==> src/sv/bqt_pkg.sv <==
// bqt_pkg: types, constants and helpers of the brace and quote tokenizer
// no dependencies; used by the interfaces, the top level and its checker
package bqt_pkg;

  localparam int unsigned BYTE_W = 8;
  localparam int unsigned LEN_W = 12;
  localparam int unsigned DEPTH_W = 8;
  localparam int unsigned KIND_W = 2;

  localparam logic [LEN_W-1:0] LEN_MAX = {LEN_W{1'b1}};
  localparam logic [LEN_W-1:0] MAX_LEN_RESET = 12'd256;
  localparam logic [DEPTH_W-1:0] DEPTH_LIMIT = 8'd255;

  localparam logic [KIND_W-1:0] KIND_BARE = 2'd0;
  localparam logic [KIND_W-1:0] KIND_QUOTED = 2'd1;
  localparam logic [KIND_W-1:0] KIND_OPEN = 2'd2;
  localparam logic [KIND_W-1:0] KIND_CLOSE = 2'd3;

  localparam logic [BYTE_W-1:0] CH_QUOTE = 8'h22;
  localparam logic [BYTE_W-1:0] CH_BACKSLASH = 8'h5C;
  localparam logic [BYTE_W-1:0] CH_OPEN = 8'h7B;
  localparam logic [BYTE_W-1:0] CH_CLOSE = 8'h7D;
  localparam logic [BYTE_W-1:0] CH_TAB = 8'h09;
  localparam logic [BYTE_W-1:0] CH_CR = 8'h0D;
  localparam logic [BYTE_W-1:0] CH_SPACE = 8'h20;

  typedef enum logic [3:0] {
    MODE_IDLE   = 4'b0001,
    MODE_BARE   = 4'b0010,
    MODE_QUOTED = 4'b0100,
    MODE_ESCAPE = 4'b1000
  } mode_t;

  typedef struct packed {
    logic [BYTE_W-1:0]  token_byte;
    logic               byte_valid;
    logic               token_end;
    logic [KIND_W-1:0]  token_kind;
    logic               too_long;
    logic [DEPTH_W-1:0] nesting_depth;
    logic               unbalanced;
  } res_t;

  function automatic logic is_blank(input logic [BYTE_W-1:0] c);
    return ((c >= CH_TAB) && (c <= CH_CR)) || (c == CH_SPACE);
  endfunction

  function automatic logic [LEN_W-1:0] len_inc(input logic [LEN_W-1:0] len);
    return (len == LEN_MAX) ? len : len + 1'b1;
  endfunction

  function automatic res_t make_res(input logic [BYTE_W-1:0] b, input logic v,
                                    input logic e, input logic [KIND_W-1:0] k,
                                    input logic tl, input logic [DEPTH_W-1:0] d,
                                    input logic u);
    res_t r;
    r.token_byte = b;
    r.byte_valid = v;
    r.token_end = e;
    r.token_kind = k;
    r.too_long = tl;
    r.nesting_depth = d;
    r.unbalanced = u;
    return r;
  endfunction

endpackage

==> src/sv/bqt_if.sv <==
// bqt_if: request channels of the brace and quote tokenizer
// depends on bqt_pkg for field widths
interface bqt_in_if;
  logic                       valid;
  logic                       ready;
  logic [bqt_pkg::BYTE_W-1:0] char_in;
  logic                       end_of_input;
  modport source (output valid, output char_in, output end_of_input, input ready);
  modport sink (input valid, input char_in, input end_of_input, output ready);
endinterface

interface bqt_out_if;
  logic                        valid;
  logic                        ready;
  logic [bqt_pkg::BYTE_W-1:0]  token_byte;
  logic                        byte_valid;
  logic                        token_end;
  logic [bqt_pkg::KIND_W-1:0]  token_kind;
  logic                        too_long;
  logic [bqt_pkg::DEPTH_W-1:0] nesting_depth;
  logic                        unbalanced;
  modport source (output valid, output token_byte, output byte_valid, output token_end,
                  output token_kind, output too_long, output nesting_depth,
                  output unbalanced, input ready);
  modport sink (input valid, input token_byte, input byte_valid, input token_end,
                input token_kind, input too_long, input nesting_depth,
                input unbalanced, output ready);
endinterface

interface bqt_cfg_if;
  logic                      valid;
  logic                      ready;
  logic [bqt_pkg::LEN_W-1:0] data;
  modport source (output valid, output data, input ready);
  modport sink (input valid, input data, output ready);
endinterface

==> src/sv/brace_quote_tokenizer.sv <==
// brace_quote_tokenizer: top level, scanner state, result register and spill slot
// depends on bqt_pkg and the channels in bqt_if
//
// Splits a byte stream into tokens, one byte request per cycle. Each accepted
// byte is decoded in the same cycle against the scan state and yields zero, one
// or two results, which land in a result register and a one-entry spill slot.
// A new byte is taken whenever the spill slot is empty and the result register
// is empty or being drained, so plain text runs at one byte per cycle; a byte
// that yields two results (a brace that ends a word, an escaped non-quote, end
// of input after a backslash) blocks the next byte until the spill slot empties.
// The length limit register is always ready and should be written while idle.
module brace_quote_tokenizer (
  input  logic         clk,
  input  logic         rst_n,
  bqt_in_if.sink       in_if,
  bqt_out_if.source    out_if,
  bqt_cfg_if.sink      cfg_if
);

  bqt_pkg::mode_t                mode_r, mode_nxt;
  logic [bqt_pkg::LEN_W-1:0]     len_r, len_nxt;
  logic [bqt_pkg::LEN_W-1:0]     max_len_r, max_len_nxt;
  logic [bqt_pkg::DEPTH_W-1:0]   depth_r, depth_nxt;
  bqt_pkg::res_t                 out_r, out_nxt;
  bqt_pkg::res_t                 pend_r, pend_nxt;
  logic                          out_vld_r, out_vld_nxt;
  logic                          pend_vld_r, pend_vld_nxt;

  bqt_pkg::res_t                 r0, r1;
  logic                          has0, has1;
  logic [bqt_pkg::LEN_W-1:0]     len1, len2;
  logic [bqt_pkg::DEPTH_W-1:0]   brace_depth;
  logic                          brace_unb;
  logic [bqt_pkg::KIND_W-1:0]    brace_kind;
  logic                          is_brace;
  logic                          tl_cur, tl_one, tl_inc1, tl_inc2;
  logic [bqt_pkg::BYTE_W-1:0]    c;
  logic                          take_out, acc;

  assign c = in_if.char_in;
  assign take_out = out_vld_r && out_if.ready;
  assign in_if.ready = !pend_vld_r && (!out_vld_r || out_if.ready);
  assign acc = in_if.valid && in_if.ready;
  assign cfg_if.ready = 1'b1;

  assign len1 = bqt_pkg::len_inc(len_r);
  assign len2 = bqt_pkg::len_inc(len1);
  assign tl_cur = len_r >= max_len_r;
  assign tl_one = {{(bqt_pkg::LEN_W-1){1'b0}}, 1'b1} >= max_len_r;
  assign tl_inc1 = len1 >= max_len_r;
  assign tl_inc2 = len2 >= max_len_r;

  // brace token: depth after it and underbalance
  always_comb begin
    is_brace = (c == bqt_pkg::CH_OPEN) || (c == bqt_pkg::CH_CLOSE);
    brace_unb = 1'b0;
    brace_depth = depth_r;
    if (c == bqt_pkg::CH_OPEN) begin
      brace_kind = bqt_pkg::KIND_OPEN;
      if (depth_r < bqt_pkg::DEPTH_LIMIT) begin
        brace_depth = depth_r + 1'b1;
      end
    end else begin
      brace_kind = bqt_pkg::KIND_CLOSE;
      if (depth_r == '0) begin
        brace_unb = 1'b1;
      end else begin
        brace_depth = depth_r - 1'b1;
      end
    end
  end

  // decode of one byte request
  always_comb begin
    r0 = bqt_pkg::make_res('0, 1'b0, 1'b1, bqt_pkg::KIND_BARE, tl_cur, depth_r, 1'b0);
    r1 = r0;
    has0 = 1'b0;
    has1 = 1'b0;
    mode_nxt = mode_r;
    len_nxt = len_r;
    depth_nxt = depth_r;
    if (in_if.end_of_input) begin
      mode_nxt = bqt_pkg::MODE_IDLE;
      len_nxt = '0;
      unique case (mode_r)
        bqt_pkg::MODE_BARE: begin
          has0 = 1'b1;
        end
        bqt_pkg::MODE_QUOTED: begin
          has0 = 1'b1;
          r0.token_kind = bqt_pkg::KIND_QUOTED;
        end
        bqt_pkg::MODE_ESCAPE: begin
          has0 = 1'b1;
          has1 = 1'b1;
          r0 = bqt_pkg::make_res(bqt_pkg::CH_BACKSLASH, 1'b1, 1'b0, bqt_pkg::KIND_QUOTED,
                                 tl_inc1, depth_r, 1'b0);
          r1 = bqt_pkg::make_res('0, 1'b0, 1'b1, bqt_pkg::KIND_QUOTED,
                                 tl_inc1, depth_r, 1'b0);
        end
        default: begin
        end
      endcase
    end else begin
      unique case (mode_r)
        bqt_pkg::MODE_IDLE: begin
          if (bqt_pkg::is_blank(c)) begin
          end else if (c == bqt_pkg::CH_QUOTE) begin
            len_nxt = '0;
            mode_nxt = bqt_pkg::MODE_QUOTED;
          end else if (is_brace) begin
            has0 = 1'b1;
            r0 = bqt_pkg::make_res(c, 1'b1, 1'b1, brace_kind, tl_one, brace_depth, brace_unb);
            depth_nxt = brace_depth;
            len_nxt = '0;
          end else begin
            has0 = 1'b1;
            r0 = bqt_pkg::make_res(c, 1'b1, 1'b0, bqt_pkg::KIND_BARE, tl_one, depth_r, 1'b0);
            len_nxt = {{(bqt_pkg::LEN_W-1){1'b0}}, 1'b1};
            mode_nxt = bqt_pkg::MODE_BARE;
          end
        end
        bqt_pkg::MODE_BARE: begin
          has0 = 1'b1;
          if (bqt_pkg::is_blank(c)) begin
            len_nxt = '0;
            mode_nxt = bqt_pkg::MODE_IDLE;
          end else if (is_brace) begin
            has1 = 1'b1;
            r1 = bqt_pkg::make_res(c, 1'b1, 1'b1, brace_kind, tl_one, brace_depth, brace_unb);
            depth_nxt = brace_depth;
            len_nxt = '0;
            mode_nxt = bqt_pkg::MODE_IDLE;
          end else begin
            r0 = bqt_pkg::make_res(c, 1'b1, 1'b0, bqt_pkg::KIND_BARE, tl_inc1, depth_r, 1'b0);
            len_nxt = len1;
          end
        end
        bqt_pkg::MODE_QUOTED: begin
          if (c == bqt_pkg::CH_QUOTE) begin
            has0 = 1'b1;
            r0.token_kind = bqt_pkg::KIND_QUOTED;
            len_nxt = '0;
            mode_nxt = bqt_pkg::MODE_IDLE;
          end else if (c == bqt_pkg::CH_BACKSLASH) begin
            mode_nxt = bqt_pkg::MODE_ESCAPE;
          end else begin
            has0 = 1'b1;
            r0 = bqt_pkg::make_res(c, 1'b1, 1'b0, bqt_pkg::KIND_QUOTED, tl_inc1, depth_r, 1'b0);
            len_nxt = len1;
          end
        end
        bqt_pkg::MODE_ESCAPE: begin
          has0 = 1'b1;
          mode_nxt = bqt_pkg::MODE_QUOTED;
          if (c == bqt_pkg::CH_QUOTE) begin
            r0 = bqt_pkg::make_res(c, 1'b1, 1'b0, bqt_pkg::KIND_QUOTED, tl_inc1, depth_r, 1'b0);
            len_nxt = len1;
          end else begin
            has1 = 1'b1;
            r0 = bqt_pkg::make_res(bqt_pkg::CH_BACKSLASH, 1'b1, 1'b0, bqt_pkg::KIND_QUOTED,
                                   tl_inc1, depth_r, 1'b0);
            r1 = bqt_pkg::make_res(c, 1'b1, 1'b0, bqt_pkg::KIND_QUOTED, tl_inc2, depth_r, 1'b0);
            len_nxt = len2;
          end
        end
        default: begin
          mode_nxt = bqt_pkg::MODE_IDLE;
        end
      endcase
    end
  end

  // result register and spill slot
  always_comb begin
    out_nxt = out_r;
    pend_nxt = pend_r;
    out_vld_nxt = out_vld_r;
    pend_vld_nxt = pend_vld_r;
    max_len_nxt = max_len_r;
    if (cfg_if.valid) begin
      max_len_nxt = cfg_if.data;
    end
    if (acc && has0) begin
      out_nxt = r0;
      out_vld_nxt = 1'b1;
      pend_nxt = r1;
      pend_vld_nxt = has1;
    end else if (take_out) begin
      out_nxt = pend_r;
      out_vld_nxt = pend_vld_r;
      pend_vld_nxt = 1'b0;
    end
  end

  always_ff @(posedge clk) begin
    if (!rst_n) begin
      mode_r <= bqt_pkg::MODE_IDLE;
      len_r <= '0;
      depth_r <= '0;
      max_len_r <= bqt_pkg::MAX_LEN_RESET;
      out_vld_r <= 1'b0;
      pend_vld_r <= 1'b0;
    end else begin
      if (acc) begin
        mode_r <= mode_nxt;
        len_r <= len_nxt;
        depth_r <= depth_nxt;
      end
      max_len_r <= max_len_nxt;
      out_vld_r <= out_vld_nxt;
      pend_vld_r <= pend_vld_nxt;
    end
  end

  always_ff @(posedge clk) begin
    out_r <= out_nxt;
    pend_r <= pend_nxt;
  end

  assign out_if.valid = out_vld_r;
  assign out_if.token_byte = out_r.token_byte;
  assign out_if.byte_valid = out_r.byte_valid;
  assign out_if.token_end = out_r.token_end;
  assign out_if.token_kind = out_r.token_kind;
  assign out_if.too_long = out_r.too_long;
  assign out_if.nesting_depth = out_r.nesting_depth;
  assign out_if.unbalanced = out_r.unbalanced;

endmodule

==> src/flat_wrapper.sv <==
// flat-port wrapper written by rule: the top's interface ports become plain ports
module brace_quote_tokenizer_flat 
  (clk, rst_n, in_if_valid, in_if_char_in, in_if_end_of_input, in_if_ready, out_if_valid, out_if_token_byte, out_if_byte_valid, out_if_token_end, out_if_token_kind, out_if_too_long, out_if_nesting_depth, out_if_unbalanced, out_if_ready, cfg_if_valid, cfg_if_data, cfg_if_ready);
  bqt_in_if in_if_i ();
  bqt_out_if out_if_i ();
  bqt_cfg_if cfg_if_i ();
  input  logic clk;
  input  logic rst_n;
  input wire logic [$bits(in_if_i.valid)-1:0] in_if_valid;
  input wire logic [$bits(in_if_i.char_in)-1:0] in_if_char_in;
  input wire logic [$bits(in_if_i.end_of_input)-1:0] in_if_end_of_input;
  output wire logic [$bits(in_if_i.ready)-1:0] in_if_ready;
  output wire logic [$bits(out_if_i.valid)-1:0] out_if_valid;
  output wire logic [$bits(out_if_i.token_byte)-1:0] out_if_token_byte;
  output wire logic [$bits(out_if_i.byte_valid)-1:0] out_if_byte_valid;
  output wire logic [$bits(out_if_i.token_end)-1:0] out_if_token_end;
  output wire logic [$bits(out_if_i.token_kind)-1:0] out_if_token_kind;
  output wire logic [$bits(out_if_i.too_long)-1:0] out_if_too_long;
  output wire logic [$bits(out_if_i.nesting_depth)-1:0] out_if_nesting_depth;
  output wire logic [$bits(out_if_i.unbalanced)-1:0] out_if_unbalanced;
  input wire logic [$bits(out_if_i.ready)-1:0] out_if_ready;
  input wire logic [$bits(cfg_if_i.valid)-1:0] cfg_if_valid;
  input wire logic [$bits(cfg_if_i.data)-1:0] cfg_if_data;
  output wire logic [$bits(cfg_if_i.ready)-1:0] cfg_if_ready;
  assign in_if_i.valid = in_if_valid;
  assign in_if_i.char_in = in_if_char_in;
  assign in_if_i.end_of_input = in_if_end_of_input;
  assign in_if_ready = in_if_i.ready;
  assign out_if_valid = out_if_i.valid;
  assign out_if_token_byte = out_if_i.token_byte;
  assign out_if_byte_valid = out_if_i.byte_valid;
  assign out_if_token_end = out_if_i.token_end;
  assign out_if_token_kind = out_if_i.token_kind;
  assign out_if_too_long = out_if_i.too_long;
  assign out_if_nesting_depth = out_if_i.nesting_depth;
  assign out_if_unbalanced = out_if_i.unbalanced;
  assign out_if_i.ready = out_if_ready;
  assign cfg_if_i.valid = cfg_if_valid;
  assign cfg_if_i.data = cfg_if_data;
  assign cfg_if_ready = cfg_if_i.ready;
  brace_quote_tokenizer u_core (.clk(clk), .rst_n(rst_n), .in_if(in_if_i), .out_if(out_if_i), .cfg_if(cfg_if_i));
endmodule
==> config.mk <==
export PLATFORM = sky130hd
export DESIGN_NAME = brace_quote_tokenizer_flat
export DESIGN_NICKNAME = d
export VERILOG_FILES = /design/src/sv/bqt_pkg.sv /design/src/sv/bqt_if.sv /design/src/sv/brace_quote_tokenizer.sv /design/src/flat_wrapper.sv
export SDC_FILE = /design/constraint.sdc
export NUM_CORES = 1
export LEC_CHECK = 0
export ABC_AREA = 1
export BUFFER_PORTS_ARGS = -buffer_cell sky130_fd_sc_hd__buf_2
export CORE_MARGIN = 2
export CORE_UTILIZATION = 40
export DETAILED_ROUTE_END_ITERATION = 7
export PLACE_DENSITY = 0.65
export SLEW_MARGIN = 20
export SYNTH_ARGS = -nofsm -noshare
export SYNTH_HDL_FRONTEND = slang
export SYNTH_SLANG_ARGS = --single-unit
==> constraint.sdc <==
create_clock -name clk -period 5.15 [get_ports clk]
set_clock_uncertainty 0.1 [all_clocks]
set_input_delay 1.03 -clock clk [delete_from_list [all_inputs] [get_ports clk]]
set_output_delay 1.03 -clock clk [all_outputs]
set_load 0.02 [all_outputs]
* Yosys cells after proc, flatten, opt, wreduce, memory -nomap -nowiden *
Cells that the tools add are included.

operators by class
  add/subtract/negate cells = 4
  order comparisons = 7
  eq/ne operators = 19
  multiplexer cells = 71
  bitwise logic cells = 1
  reductions and logical operators = 20

operators by type and width
  kind                                                                    count
  22-bit two-way mux                                                      13
  12-bit two-way mux                                                      10
  22-bit one-hot mux with 4 select lines                                  1
  8-bit two-way mux                                                       7
  12-bit one-hot mux with 4 select lines                                  1
  22-bit one-hot mux with 2 select lines                                  1
  12-bit >= comparator                                                    3
  4-bit two-way mux                                                       8
  10-bit two-way mux                                                      3
  12-bit by 1-bit adder with 12-bit output (second input constant)        2
  12-bit equality test (second input constant)                            2
  8-bit by 7-bit equality test with 1-bit output (second input constant)  3
  1-bit two-way mux                                                       19
  8-bit by 6-bit equality test with 1-bit output (second input constant)  2
  4-bit one-hot mux with 4 select lines                                   1
  8-bit one-hot mux with 2 select lines                                   1
  13-bit two-way mux                                                      1
  1-bit by 12-bit >= comparator with 1-bit output (first input constant)  1
  11-bit two-way mux                                                      1
  9-bit two-way mux                                                       1
  8-bit by 1-bit adder with 8-bit output (second input constant)          1
  8-bit by 4-bit >= comparator with 1-bit output (second input constant)  1
  8-bit by 4-bit <= comparator with 1-bit output (second input constant)  1
  8-bit logical NOT                                                       1
  other kinds (25)                                                        37

storage, ports and cells
  bits in registers = 82
  output and inout port bits = 25
  word-level logic and storage cells = 142

* Depth between registers and ports, before layout *
  word-level depth = 9
  gate-level depth with buffers = 29
  depth with buffers taken out = 28

* Least setup slack after synthesis *
No wires, ideal clock.

  path type = reg2reg
  start point = register u_core.len_r[1] in the netlist's numbering
  end point = register u_core.pend_r[9] in the netlist's numbering, data pin
  library setup time = 256 ps
  arrival = 3370 ps
  path slack = 1424 ps
  cell stages (with the launch flop) = 28
  cells stage by stage = dfxtp_1 > ha_1 > inv_2 > nor2_4 > nand3_2 > buf_6 > nand2_1 > nand2_1 > inv_1 > ha_1 > nand3_2 > nor3_4 > nand2_4 > nand2_2 > nand2_2 > ha_1 > o21a_1 > o21a_1 > o21ai_0 > nand2_1 > nand2_1 > nand2_1 > nand2_1 > nand2_1 > nand2_1 > nand2_1 > a21oi_1 > nand2_1

RTL lines
  element                 line                          RTL
  start, declared         brace_quote_tokenizer.sv:21   logic [bqt_pkg::LEN_W-1:0] len_r, len_nxt;
  start signal, assigned  brace_quote_tokenizer.sv:207  len_r <= len_nxt;
  end signal, assigned    brace_quote_tokenizer.sv:218  pend_r <= pend_nxt;
  end, declared           brace_quote_tokenizer.sv:25   bqt_pkg::res_t pend_r, pend_nxt;

==> flow_summary.ini <==
[clock_network]
worstSkewPairLatency_ns = 0.35
path_clk_slew_ns = 0.07
clkSinkCount = 82
cts.path.max_buffers = 2
cts_made_buffers = 9
post_cts_buffers = 0
clockRootBuffer = clkbuf_16
htreeDepth = 3
cts_resized = 0
cts_hold_buf = 0
cts_tree = done

[routing]
dr.pass1.iters = 7
routedWlPerCell_um = 14.6
routed_via_density = 5.34
postRouteAntennaNets = 0
drtIter0Drc = 449
drc = 0
num_vias = 5676
wl_um = 15500

[power_and_ir_drop]
p_leak_nw = 3.02
swShare_pct = 27.9
intPower_mw = 1.24
p_comb_share_pct = 15.4
pwr-share-seq_pct = 43.3
p_clk_share_pct = 41.4
pwr_density_cell_mw_per_mm2 = 259
ir_worst_vdd_uv = 133
p_sw_uw = 482

[placed_design]
dp_hpwl_um = 11700
place_congestion = 0.893
place_inst = 1047
io_buffers = 49
pre_cts_ws_ns = 0.821

[run_status]
status = complete, no violations

[synth]
netlist_instances = 833
synth_edf_count = 44
ys_types = 46
synth_area_leaders = edfxtp_1, nand2_1, dfxtp_1, ha_1, inv_1
async_flop_share_pct = 0
seq_area_frac_synth_pct = 35.1
avgSynthCellArea_um2 = 7.13
synth_area_mm2 = 0.00594
synth.largest_area_cell = edfxtp_1
synth_ff_type = edfxtp_1
synthesis.nets = 900
synth_seq_cells = 82
yosysTopAreaCellShare_pct = 22.3
yosys_warnings = 0

[sta]
rsz0062_at_grt = false
slew_headroom_pct = 41.6
setup_viol = 0
fin_crit_ns = 4.38
holdWs_ns = 0.384
drv_slew = 0
hold_viol_final = 0
postLayoutSetupSlackWorst_ns = 0.774
worst_pin_slew_ns = 0.877
tns_ns = 0
timing.fmax_mhz = 229
fin_crit_sh_pct = 85.0

[cells_and_area]
utilization_pct = 45.8
finalNonFillerCells = 1063
seq_area_mm2 = 0.00208
fin_nets = 941
fill_cells = 1516
layout-drive-gt1-share_pct = 11.9
mostFrequentLayoutCell = nand2_1
area_growth_pct = 12.2
multiInputGateArea_mm2 = 0.00336
n_antenna_cell = 0
mostFrequentLayoutCells = nand2_1, inv_1, o21ai_0, nor2_1, a21oi_1

[grt]
grt_pass1_vias = 5210
grt_antenna_before_repair = 0
gr-usage-all-layers_pct = 20.1
grt_overflow = 0
grt_busiest_layer = met2
grtUsageMet2_pct = 31.2
grt_pass1_wl_um = 25900
met1_usage_pct = 28.7
grt_max_degree = 40
grt.met3_usage_pct = 2.93

[floorplan]
pin_count = 51
num_rows = 44
die_h_um = 126
fp.dieArea_mm2 = 0.0158
die_w_um = 126
core_mm2 = 0.0145
initial_core_util_pct = 40.9

[critical_path]
crit_path_top_delay_cell = dfxtp_1
cpMostUsedCell = nand2_1
end_kind = register
critical_path_required_ns = 5.16
cp_num_buf_inv = 2
critPathKind = register to register
max_stage_delay_ns = 0.41
cp_max_fo = 11
cp_top_family = simple AND/OR/NAND/NOR gates
cp-start-kind = register
arrival_ns = 4.38

[job]
maxCapViolCount = 0

[worst_hold_path]
hold_class = register to register
-- tightest hold or removal path: stages (launching register included) --
cell and delay, ns:
dfxtp_1 0.32, nand2_1 0.06, a21oi_1 0.05
-- cell type report --
cell class	instances	share of cell area (%)
Clock buffer	9	3.38
Clock inverter	7	1.48
Inverter	105	5.92
Multi-Input combinational cell	624	50.5
Sequential cell	82	31.3
Tap cell	184	3.46
Timing Repair Buffer	52	4.02
-- power groups by stage --
stage               combinational (mW)  clock (mW)  sequential (mW)
finish                           0.265       0.714            0.747
global route                     0.299       0.751            0.751
CTS                              0.264       0.726            0.747
floorplan                        0.160           0            0.782
detailed placement               0.263           0            0.761
global placement                 0.260           0            0.761
-- cells in the mapped netlist (3+ instances only) --
cell,instances
a2bb2oi_1,6
a31oi_1,7
nand2_4,3
inv_1,99
buf_2,5
a21oi_1,63
nand2_2,9
nand2_1,214
o21ai_1,3
dfxtp_1,38
nor2_1,68
a211oi_1,7
o31ai_1,6
nand4_1,12
xnor2_1,5
nor2_2,6
xor2_1,10
ha_1,41
edfxtp_1,44
nor3_1,14
o21ai_0,70
inv_2,4
nand3_1,49
o21a_1,5
nand3_2,4
clkbuf_1,13
-- routing by layer --
metal	vias up	share of wire, %
li1	2867	-
met1	2619	48
met2	164	44
met3	26	6.1
met4	0	1.9
met5	-	0
-- sequential cells by signal, indices dropped and copies added, names as in the netlist, 2 cells and up --
register,cells
u_core.pend_r,22
u_core.len_r,12
u_core.max_len_r,12
u_core.depth_r,8
u_core.out_if.nesting_depth,8
u_core.out_if.token_byte,8
u_core.mode_r,4
u_core.out_if.token_kind,2
-- through the flow --
stage	total power, mW	area, um2
after detailed placement	1.02	6340
after global routing	1.80	6660
after CTS	1.74	6660
final	1.73	6660
after floorplan	0.942	5940
after global placement	1.02	6340
-- worst paths after layout --
check                                        from                 to  slack (ns)  depth (start not counted)
worst max-delay path              u_core.len_r[1]   u_core.pend_r[9]        0.77                         26
worst min-delay path            u_core.pend_vld_r  u_core.pend_vld_r        0.38                          2
worst max register to register    u_core.len_r[1]   u_core.pend_r[9]        0.77                         26
worst min register to register  u_core.pend_vld_r  u_core.pend_vld_r        0.38                          2
-- cell families (layout without fill, tap and decap cells) --
group,after synthesis,in the layout,share of synthesized area (%)
xor gates and xnor gates,15,15,2.21
adders and majority gates,41,41,8.64
DFF,82,82,35.1
and+or+nand+nor,392,392,29.1
buffers and inverters,127,173,8.39
other,1,1,0.0632
AOI/OAI and AO/OA,175,175,16.5
Power figures use the tool's default switching activity.
